### src/design/dotrq_pkg.sv
package dotrq_pkg;

   // one stored entry of the deadline chain
   typedef struct packed {
      logic [31:0] deadline;
      logic [15:0] task_id;
   } entry_type;

   // command broadcast to every cell of the chain
   typedef struct packed {
      logic      insert;
      logic      shift;
      entry_type new_entry;
   } cell_ctrl_type;

   // sequencer states
   typedef enum logic [1:0] {
      ST_IDLE = 2'b01,
      ST_TICK = 2'b10
   } state_type;

   // result status codes
   localparam logic [2:0] STATUS_RELEASED  = 3'd0;
   localparam logic [2:0] STATUS_QUEUED    = 3'd1;
   localparam logic [2:0] STATUS_SUBMITTED = 3'd2;
   localparam logic [2:0] STATUS_REFUSED   = 3'd3;
   localparam logic [2:0] STATUS_FULL      = 3'd4;

   // most results one item may give
   localparam logic [4:0] MAX_ROOM = 5'd16;

endpackage

### src/design/dotrq_cell.sv
module dotrq_cell (
   input  logic                    clock,
   input  dotrq_pkg::cell_ctrl_type ctrl,
   input  logic                    occupied,
   input  logic                    prev_after,
   input  dotrq_pkg::entry_type    prev_entry,
   input  dotrq_pkg::entry_type    next_entry,
   output dotrq_pkg::entry_type    entry,
   output logic                    after
);

   dotrq_pkg::entry_type entry_ff;
   dotrq_pkg::entry_type entry_in;

   // new entry belongs behind this one
   assign after = occupied && (entry_ff.deadline <= ctrl.new_entry.deadline);
   assign entry = entry_ff;

   // keep, take the new entry, take from the left or take from the right
   always_comb begin
      entry_in = entry_ff;
      if (ctrl.insert) begin
         if (!prev_after) begin
            entry_in = prev_entry;
         end else if (!after) begin
            entry_in = ctrl.new_entry;
         end
      end else if (ctrl.shift) begin
         entry_in = next_entry;
      end
   end

   always_ff @(posedge clock) begin
      entry_ff <= entry_in;
   end

endmodule

### src/design/deadline_ordered_task_release_queue_unit.sv
// deadline ordered task release queue
// req_ channel: one item per handshake, req_command 0 schedules a task,
// 1 is a time tick that releases due tasks from the head of the store.
// rsp_ channel: result items with task id, status, occupancy and a last flag.
// a schedule item gives exactly one result, registered on the clock edge that
// accepts it; the insert runs across the cell chain on that same edge,
// every cell comparing its deadline and shifting right if needed.
// a tick item first moves the sequencer to its tick state and then releases
// one due entry per cycle while the result register is not stalled, through a
// left shift of the chain; a tick that releases nothing gives no result and
// returns to idle, or never leaves idle when the executor is stopped.
// the store is a chain of QUEUE_DEPTH cells; occupancy is a single count.
// req_stall is high while a tick is being worked off and whenever the
// output register holds an item that the receiver stalls; a stalled result
// holds still and the chain waits with it.
// reset clears the count, the sequencer and the output valid; the cells
// hold no reset value and are only read below the count.
module deadline_ordered_task_release_queue_unit #(
   parameter int QUEUE_DEPTH = 16
) (
   input  logic        clock,
   input  logic        reset,
   input  logic        req_valid,
   output logic        req_stall,
   input  logic        req_command,
   input  logic [31:0] req_current_time,
   input  logic [31:0] req_deadline,
   input  logic [15:0] req_task_id,
   input  logic        req_executor_stopped,
   input  logic [4:0]  req_executor_room,
   output logic        rsp_valid,
   input  logic        rsp_stall,
   output logic [15:0] rsp_out_task_id,
   output logic [2:0]  rsp_status,
   output logic [4:0]  rsp_pending_count,
   output logic        rsp_last
);

   localparam int CW = $clog2(QUEUE_DEPTH + 1);

   dotrq_pkg::state_type     state_ff, state_in;
   logic [CW-1:0]            count_ff, count_in;
   logic [31:0]              now_ff, now_in;
   logic [4:0]               room_ff, room_in;
   logic [4:0]               rel_ff, rel_in;
   logic                     rsp_valid_ff, rsp_valid_in;
   logic [15:0]              rsp_id_ff, rsp_id_in;
   logic [2:0]               rsp_status_ff, rsp_status_in;
   logic [CW-1:0]            rsp_pend_ff, rsp_pend_in;
   logic                     rsp_last_ff, rsp_last_in;

   dotrq_pkg::cell_ctrl_type ctrl;
   dotrq_pkg::entry_type     entry [QUEUE_DEPTH];
   logic [QUEUE_DEPTH-1:0]   after;
   logic [QUEUE_DEPTH-1:0]   occ;

   logic                     out_free;
   logic                     accept;
   logic                     sched_acc;
   logic                     tick_acc;
   logic                     is_due;
   logic                     is_full;
   logic                     head_due;
   logic                     next_due;
   logic                     emit;
   logic                     emit_last;
   logic [4:0]               room_clamped;
   logic [CW+4:0]            pend_ext;

   // handshake
   assign out_free  = !rsp_valid_ff || !rsp_stall;
   assign req_stall = (state_ff != dotrq_pkg::ST_IDLE) || !out_free;
   assign accept    = req_valid && !req_stall;
   assign sched_acc = accept && !req_command;
   assign tick_acc  = accept && req_command;

   // schedule decisions
   assign is_due       = req_deadline <= req_current_time;
   assign is_full      = count_ff >= CW'(QUEUE_DEPTH);
   assign room_clamped = (req_executor_room > dotrq_pkg::MAX_ROOM) ?
                         dotrq_pkg::MAX_ROOM : req_executor_room;

   // release decisions at the head of the chain
   assign head_due  = occ[0] && (entry[0].deadline <= now_ff) && (rel_ff < room_ff);
   assign next_due  = occ[1] && (entry[1].deadline <= now_ff);
   assign emit      = (state_ff == dotrq_pkg::ST_TICK) && out_free && head_due;
   assign emit_last = ((rel_ff + 5'd1) == room_ff) || !next_due;

   // chain command
   assign ctrl.insert              = sched_acc && !is_due && !is_full;
   assign ctrl.shift               = emit;
   assign ctrl.new_entry.deadline  = req_deadline;
   assign ctrl.new_entry.task_id   = req_task_id;

   // cell chain
   for (genvar i = 0; i < QUEUE_DEPTH; i++) begin : g_cell
      dotrq_pkg::entry_type prev_e;
      dotrq_pkg::entry_type next_e;
      logic                 prev_a;

      assign occ[i] = CW'(i) < count_ff;

      if (i == 0) begin : g_head
         assign prev_a = 1'b1;
         assign prev_e = ctrl.new_entry;
      end else begin : g_body
         assign prev_a = after[i-1];
         assign prev_e = entry[i-1];
      end

      if (i == QUEUE_DEPTH - 1) begin : g_tail
         assign next_e = entry[i];
      end else begin : g_mid
         assign next_e = entry[i+1];
      end

      dotrq_cell u_cell (
         .clock      (clock),
         .ctrl       (ctrl),
         .occupied   (occ[i]),
         .prev_after (prev_a),
         .prev_entry (prev_e),
         .next_entry (next_e),
         .entry      (entry[i]),
         .after      (after[i])
      );
   end

   // sequencer, count and result register
   always_comb begin
      state_in      = state_ff;
      count_in      = count_ff;
      now_in        = now_ff;
      room_in       = room_ff;
      rel_in        = rel_ff;
      rsp_valid_in  = rsp_valid_ff && rsp_stall;
      rsp_id_in     = rsp_id_ff;
      rsp_status_in = rsp_status_ff;
      rsp_pend_in   = rsp_pend_ff;
      rsp_last_in   = rsp_last_ff;

      unique case (state_ff)
         dotrq_pkg::ST_IDLE: begin
            if (sched_acc) begin
               rsp_valid_in = 1'b1;
               rsp_id_in    = req_task_id;
               rsp_last_in  = 1'b1;
               rsp_pend_in  = count_ff;
               if (is_due) begin
                  rsp_status_in = (req_executor_stopped || (room_clamped == 5'd0)) ?
                                  dotrq_pkg::STATUS_REFUSED :
                                  dotrq_pkg::STATUS_SUBMITTED;
               end else if (is_full) begin
                  rsp_status_in = dotrq_pkg::STATUS_FULL;
               end else begin
                  rsp_status_in = dotrq_pkg::STATUS_QUEUED;
                  count_in      = count_ff + CW'(1);
                  rsp_pend_in   = count_ff + CW'(1);
               end
            end else if (tick_acc && !req_executor_stopped) begin
               state_in = dotrq_pkg::ST_TICK;
               now_in   = req_current_time;
               room_in  = room_clamped;
               rel_in   = 5'd0;
            end
         end
         dotrq_pkg::ST_TICK: begin
            if (out_free) begin
               if (!head_due) begin
                  state_in = dotrq_pkg::ST_IDLE;
               end else begin
                  rsp_valid_in  = 1'b1;
                  rsp_id_in     = entry[0].task_id;
                  rsp_status_in = dotrq_pkg::STATUS_RELEASED;
                  rsp_last_in   = emit_last;
                  count_in      = count_ff - CW'(1);
                  rsp_pend_in   = count_ff - CW'(1);
                  rel_in        = rel_ff + 5'd1;
                  if (emit_last) begin
                     state_in = dotrq_pkg::ST_IDLE;
                  end
               end
            end
         end
         default: begin
            state_in = dotrq_pkg::ST_IDLE;
         end
      endcase
   end

   // control registers
   always_ff @(posedge clock) begin
      if (reset) begin
         state_ff     <= dotrq_pkg::ST_IDLE;
         count_ff     <= '0;
         rsp_valid_ff <= 1'b0;
      end else begin
         state_ff     <= state_in;
         count_ff     <= count_in;
         rsp_valid_ff <= rsp_valid_in;
      end
   end

   // payload registers
   always_ff @(posedge clock) begin
      now_ff        <= now_in;
      room_ff       <= room_in;
      rel_ff        <= rel_in;
      rsp_id_ff     <= rsp_id_in;
      rsp_status_ff <= rsp_status_in;
      rsp_pend_ff   <= rsp_pend_in;
      rsp_last_ff   <= rsp_last_in;
   end

   // outputs
   assign pend_ext          = (CW+5)'(rsp_pend_ff);
   assign rsp_valid         = rsp_valid_ff;
   assign rsp_out_task_id   = rsp_id_ff;
   assign rsp_status        = rsp_status_ff;
   assign rsp_pending_count = pend_ext[4:0];
   assign rsp_last          = rsp_last_ff;

endmodule

### config.mk
export PLATFORM = sky130hd
export DESIGN_NAME = deadline_ordered_task_release_queue_unit
export DESIGN_NICKNAME = d
export VERILOG_FILES = /design/src/design/dotrq_pkg.sv /design/src/design/dotrq_cell.sv /design/src/design/deadline_ordered_task_release_queue_unit.sv
export SDC_FILE = /design/constraint.sdc
export NUM_CORES = 2
export LEC_CHECK = 0
export BUFFER_PORTS_ARGS = -buffer_cell sky130_fd_sc_hd__buf_2
export CORE_MARGIN = 2
export CORE_UTILIZATION = 40
export CTS_BUF_LIST = sky130_fd_sc_hd__clkbuf_8 sky130_fd_sc_hd__clkbuf_16
export DETAILED_ROUTE_END_ITERATION = 10
export GPL_TIMING_DRIVEN = 0
export PLACE_DENSITY = 0.57
export SLEW_MARGIN = 15
export SYNTH_ARGS = -nofsm -noshare
export SYNTH_HDL_FRONTEND = slang
export SYNTH_SLANG_ARGS = --single-unit
### constraint.sdc
create_clock -name clock -period 9.15 [get_ports clock]
set_clock_uncertainty 0.1 [all_clocks]
set_input_delay 1.83 -clock clock [delete_from_list [all_inputs] [get_ports clock]]
set_output_delay 1.83 -clock clock [all_outputs]
set_load 0.02 [all_outputs]
==> results.py <==
metrics = {
    "drt": {
        "routed_wl_um": 243000,
        "ant_nets": 0,
        "avgRoutedWirePerCell_um": 32.1,
        "vias": 51600,
        "drt-pass1-iter-count": 8,
        "drc": 0,
        "vias_per_cell": 6.82,
        "dr.first_iter.drc_count": 6867,
    },
    "global_route": {
        "grt_usage_pct": 32.2,
        "overflow": 0,
        "grt_max_degree": 47,
        "grt_pass1_vias": 50100,
        "antenna_found_initial": 10,
        "grt_pass1_wl_um": 345000,
    },
    "worst_hold_path": {
        "hold_path.class": "reg2reg",
        "hold_path_startpoint": "state_ff[1]$_SDFFE_PP0P_",
        "min_path_cells": 2,
        "worstHoldEndpoint": "state_ff[1]$_SDFFE_PP0P_",
    },
    "synthesis": {
        "synth_edf_count": 835,
        "yosysSeqAreaShare_pct": 44.0,
        "ys_seq_elements": 843,
        "syn_avg_cell_area_um2": 10.7,
        "synth_top_cell_area_share_pct": 43.8,
        "yosysUniqueCellTypes": 71,
        "async_reset_ff_share_pct": 0,
        "netlist_area_um2": 57300,
        "synth_top_cells_by_area": "edfxtp_1, ha_1, a221o_1",
        "syn-num-nets": 6035,
        "synth_top_cell_by_area": "edfxtp_1",
        "ys_warn_count": 0,
        "syn_inst": 5357,
        "ys_top_cells_by_count": "edfxtp_1, ha_1, clkbuf_1",
        "synth-main-ff-cell": "edfxtp_1",
        "synth.most_common_cell": "edfxtp_1",
    },
    "setup_path": {
        "r2r_cells": 10,
        "critPathLaunch": "req_deadline[31]",
        "slowest_delay_ns": 0.97,
        "rrSetupSlack_ns": 3.09,
        "crit_buf_inv": 6,
        "timing.critical_path.cells": "buf_2, clkbuf_1, inv_1, ha_1, nand4_1, nor4_1, nand3_1, a21boi_1, nor3_1, clkbuf_1, a31oi_4, buf_16, buf_16",
        "reg2reg_to": "g_cell[14].u_cell.entry[11]$_DFFE_PP_",
        "crit_slowest_cell": "nor4_1",
        "critPathArrivalTime_ns": 8.96,
        "startpoint_type": "primary input",
        "endpoint_kind": "flip-flop",
        "cp_max_fo": 20,
        "cp.required_ns": 9.54,
        "critical_path.top_delay_family": "buffers and inverters",
        "rr_startpoint": "g_cell[13].u_cell.entry[43]$_DFFE_PP_",
        "path_class": "in2reg",
    },
    "die": {
        "rows": 138,
        "die_height_um": 383,
        "die-area_um2": 146000,
        "initial_core_util_pct": 40.4,
        "core-area_um2": 142000,
        "die_w_um": 383,
        "num_io_pins": 118,
    },
    "timing": {
        "drv_slew": 0,
        "hold_ws_ns": 0.419,
        "rsz0062_at_grt": "no",
        "period_share_pct": 93.7,
        "tightest_slew_ns": 1.39,
        "report.final.hold_viol_count": 0,
        "setup_viol": 0,
        "fin_ws_ns": 0.574,
        "slew-limit-headroom_pct": 6.24,
        "clock.fmax_mhz": 117,
        "finalCriticalPeriod_ns": 8.58,
    },
    "status": {
        "run_status": "completed",
    },
    "clock_network": {
        "ctsHoldBuffers": 0,
        "ctsHtreeMaxLevel": 3,
        "cts_root_buf": "clkbuf_16",
        "cts_tree": "done",
        "cts_buffers": 100,
        "cts_setup_buffers": 0,
        "ctsResizeCount": 0,
        "cts_buffer_depth": 3,
        "clock_sinks": 843,
        "clkTransAtPathRegs_ns": 0.06,
        "clk_latency_ns": 0.75,
    },
    "cells_and_area": {
        "syn_to_final_growth_pct": 12.6,
        "final_nets": 6278,
        "layout-drive-gt1-share_pct": 9.97,
    },
    "power": {
        "power_density_nw_per_um2": 171,
        "sw_frac_of_total_pct": 31.2,
        "p_leak_nw": 23.4,
        "pwr-share-seq_pct": 43.5,
        "internal-power_w": 0.00757,
        "p_sw_w": 0.00344,
        "clkPwrFrac_pct": 36.2,
        "p_comb_share_pct": 20.3,
        "ir_worst_vdd_uv": 158,
    },
    "placed_design": {
        "dpl_worst_slack_ns": 0.150,
        "port_buffers": 102,
        "place.gp.congestion": 0.969,
        "hpwl_um": 193000,
    },
    "flow_run": {
        "cap_violations": 0,
    },
}
==> layer usage <==
| layer | routed length [um] | GRT usage, % | vias up |
|---|---|---|---|
| li1 | - | - | 22500 |
| met1 | 99700 | 42.9 | 25600 |
| met2 | 106000 | 48.7 | 2958 |
| met3 | 24000 | 7.26 | 535 |
| met4 | 13700 | 16.6 | 6 |
| met5 | 32 | 0 | - |
==> state kept, by name (all words and copies together), names as in the netlist <==
register / cells
state_ff: 2
now_ff: 32
room_ff: 5
rel_ff: 5
rsp_pending_count: 5
rsp_out_task_id: 16
rsp_last: 1
g_cell.u_cell.entry: 768
rsp_status: 3
rsp_valid: 1
count_ff: 5
==> worst reg2reg max path: stages (launching register included) <==
cell and delay, ns:
edfxtp_1 0.46, ha_1 0.35, nand4_1 0.29, nor4_1 1.01, nand3_1 0.47, a21boi_1 0.41, nor3_1 0.87, clkbuf_1 0.85
a31oi_4 0.46, buf_16 0.32, buf_16 0.19
==> kinds of logic after synthesis <==
family	count (synthesis)	synth area share, %
buf+inv	683	5.26
xor+xnor	10	0.153
mux	55	1.07
compound gates	2015	27.2
flops	843	44.0
simple gates	1164	9.48
fa+ha+maj	587	12.8
==> through the flow <==
stage	cells	cell area, um^2	utilization, %	total power (W)	setup TNS (ns)
after floorplan	5357	57300	-	0.00616	0
after global placement	7349	60200	42.4	0.00690	-1650.21
after detailed placement	7388	61400	43.3	0.00702	0
after CTS	7567	64500	45.4	0.0110	0
after global routing	7567	64500	45.5	0.0114	0
final	7571	64500	45.5	0.0110	0
==> worst max-delay path by stage <==
stage                                            endpoint  slack (ns)  cells after the start
floorplan             g_cell[3].u_cell.entry[0]$_DFFE_PP_        1.86                     10
global placement     g_cell[13].u_cell.entry[8]$_DFFE_PP_       -3.22                     11
detailed placement   g_cell[14].u_cell.entry[9]$_DFFE_PP_        0.15                     13
CTS                 g_cell[14].u_cell.entry[11]$_DFFE_PP_        0.89                     13
global route         g_cell[14].u_cell.entry[9]$_DFFE_PP_        0.61                     13
finish              g_cell[14].u_cell.entry[11]$_DFFE_PP_        0.57                     13
==> layout make-up <==
type	count	area, um^2
Clock inverter	77	552
Timing Repair Buffer	141	1470
Buffer	532	2460
Inverter	151	567
Sequential cell	843	25200
Clock buffer	102	2550
Antenna cell	4	10.0
Fill cell	13600	77400
Multi-Input combinational cell	3831	29300
Tap cell	1890	2360
==> power groups by stage <==
stage | combinational, W | sequential [W] | clock [W]
floorplan | 0.00134 | 0.00481 | 0
global placement | 0.00200 | 0.00490 | 0
detailed placement | 0.00216 | 0.00486 | 0
CTS | 0.00217 | 0.00478 | 0.00401
global route | 0.00241 | 0.00480 | 0.00415
finish | 0.00223 | 0.00479 | 0.00399
==> cell usage in the layout (no fill, tap or decap), types with 199 or more instances in the layout <==
cell type	count
a21oi_1	199
a221o_1	339
a31oi_1	247
clkbuf_1	374
edfxtp_1	835
ha_1	587
nand2_1	354
nor2_1	293
o211ai_1	306
o21ai_0	235
o311a_1	336
Note: power is estimated with default switching activity, not from simulation.
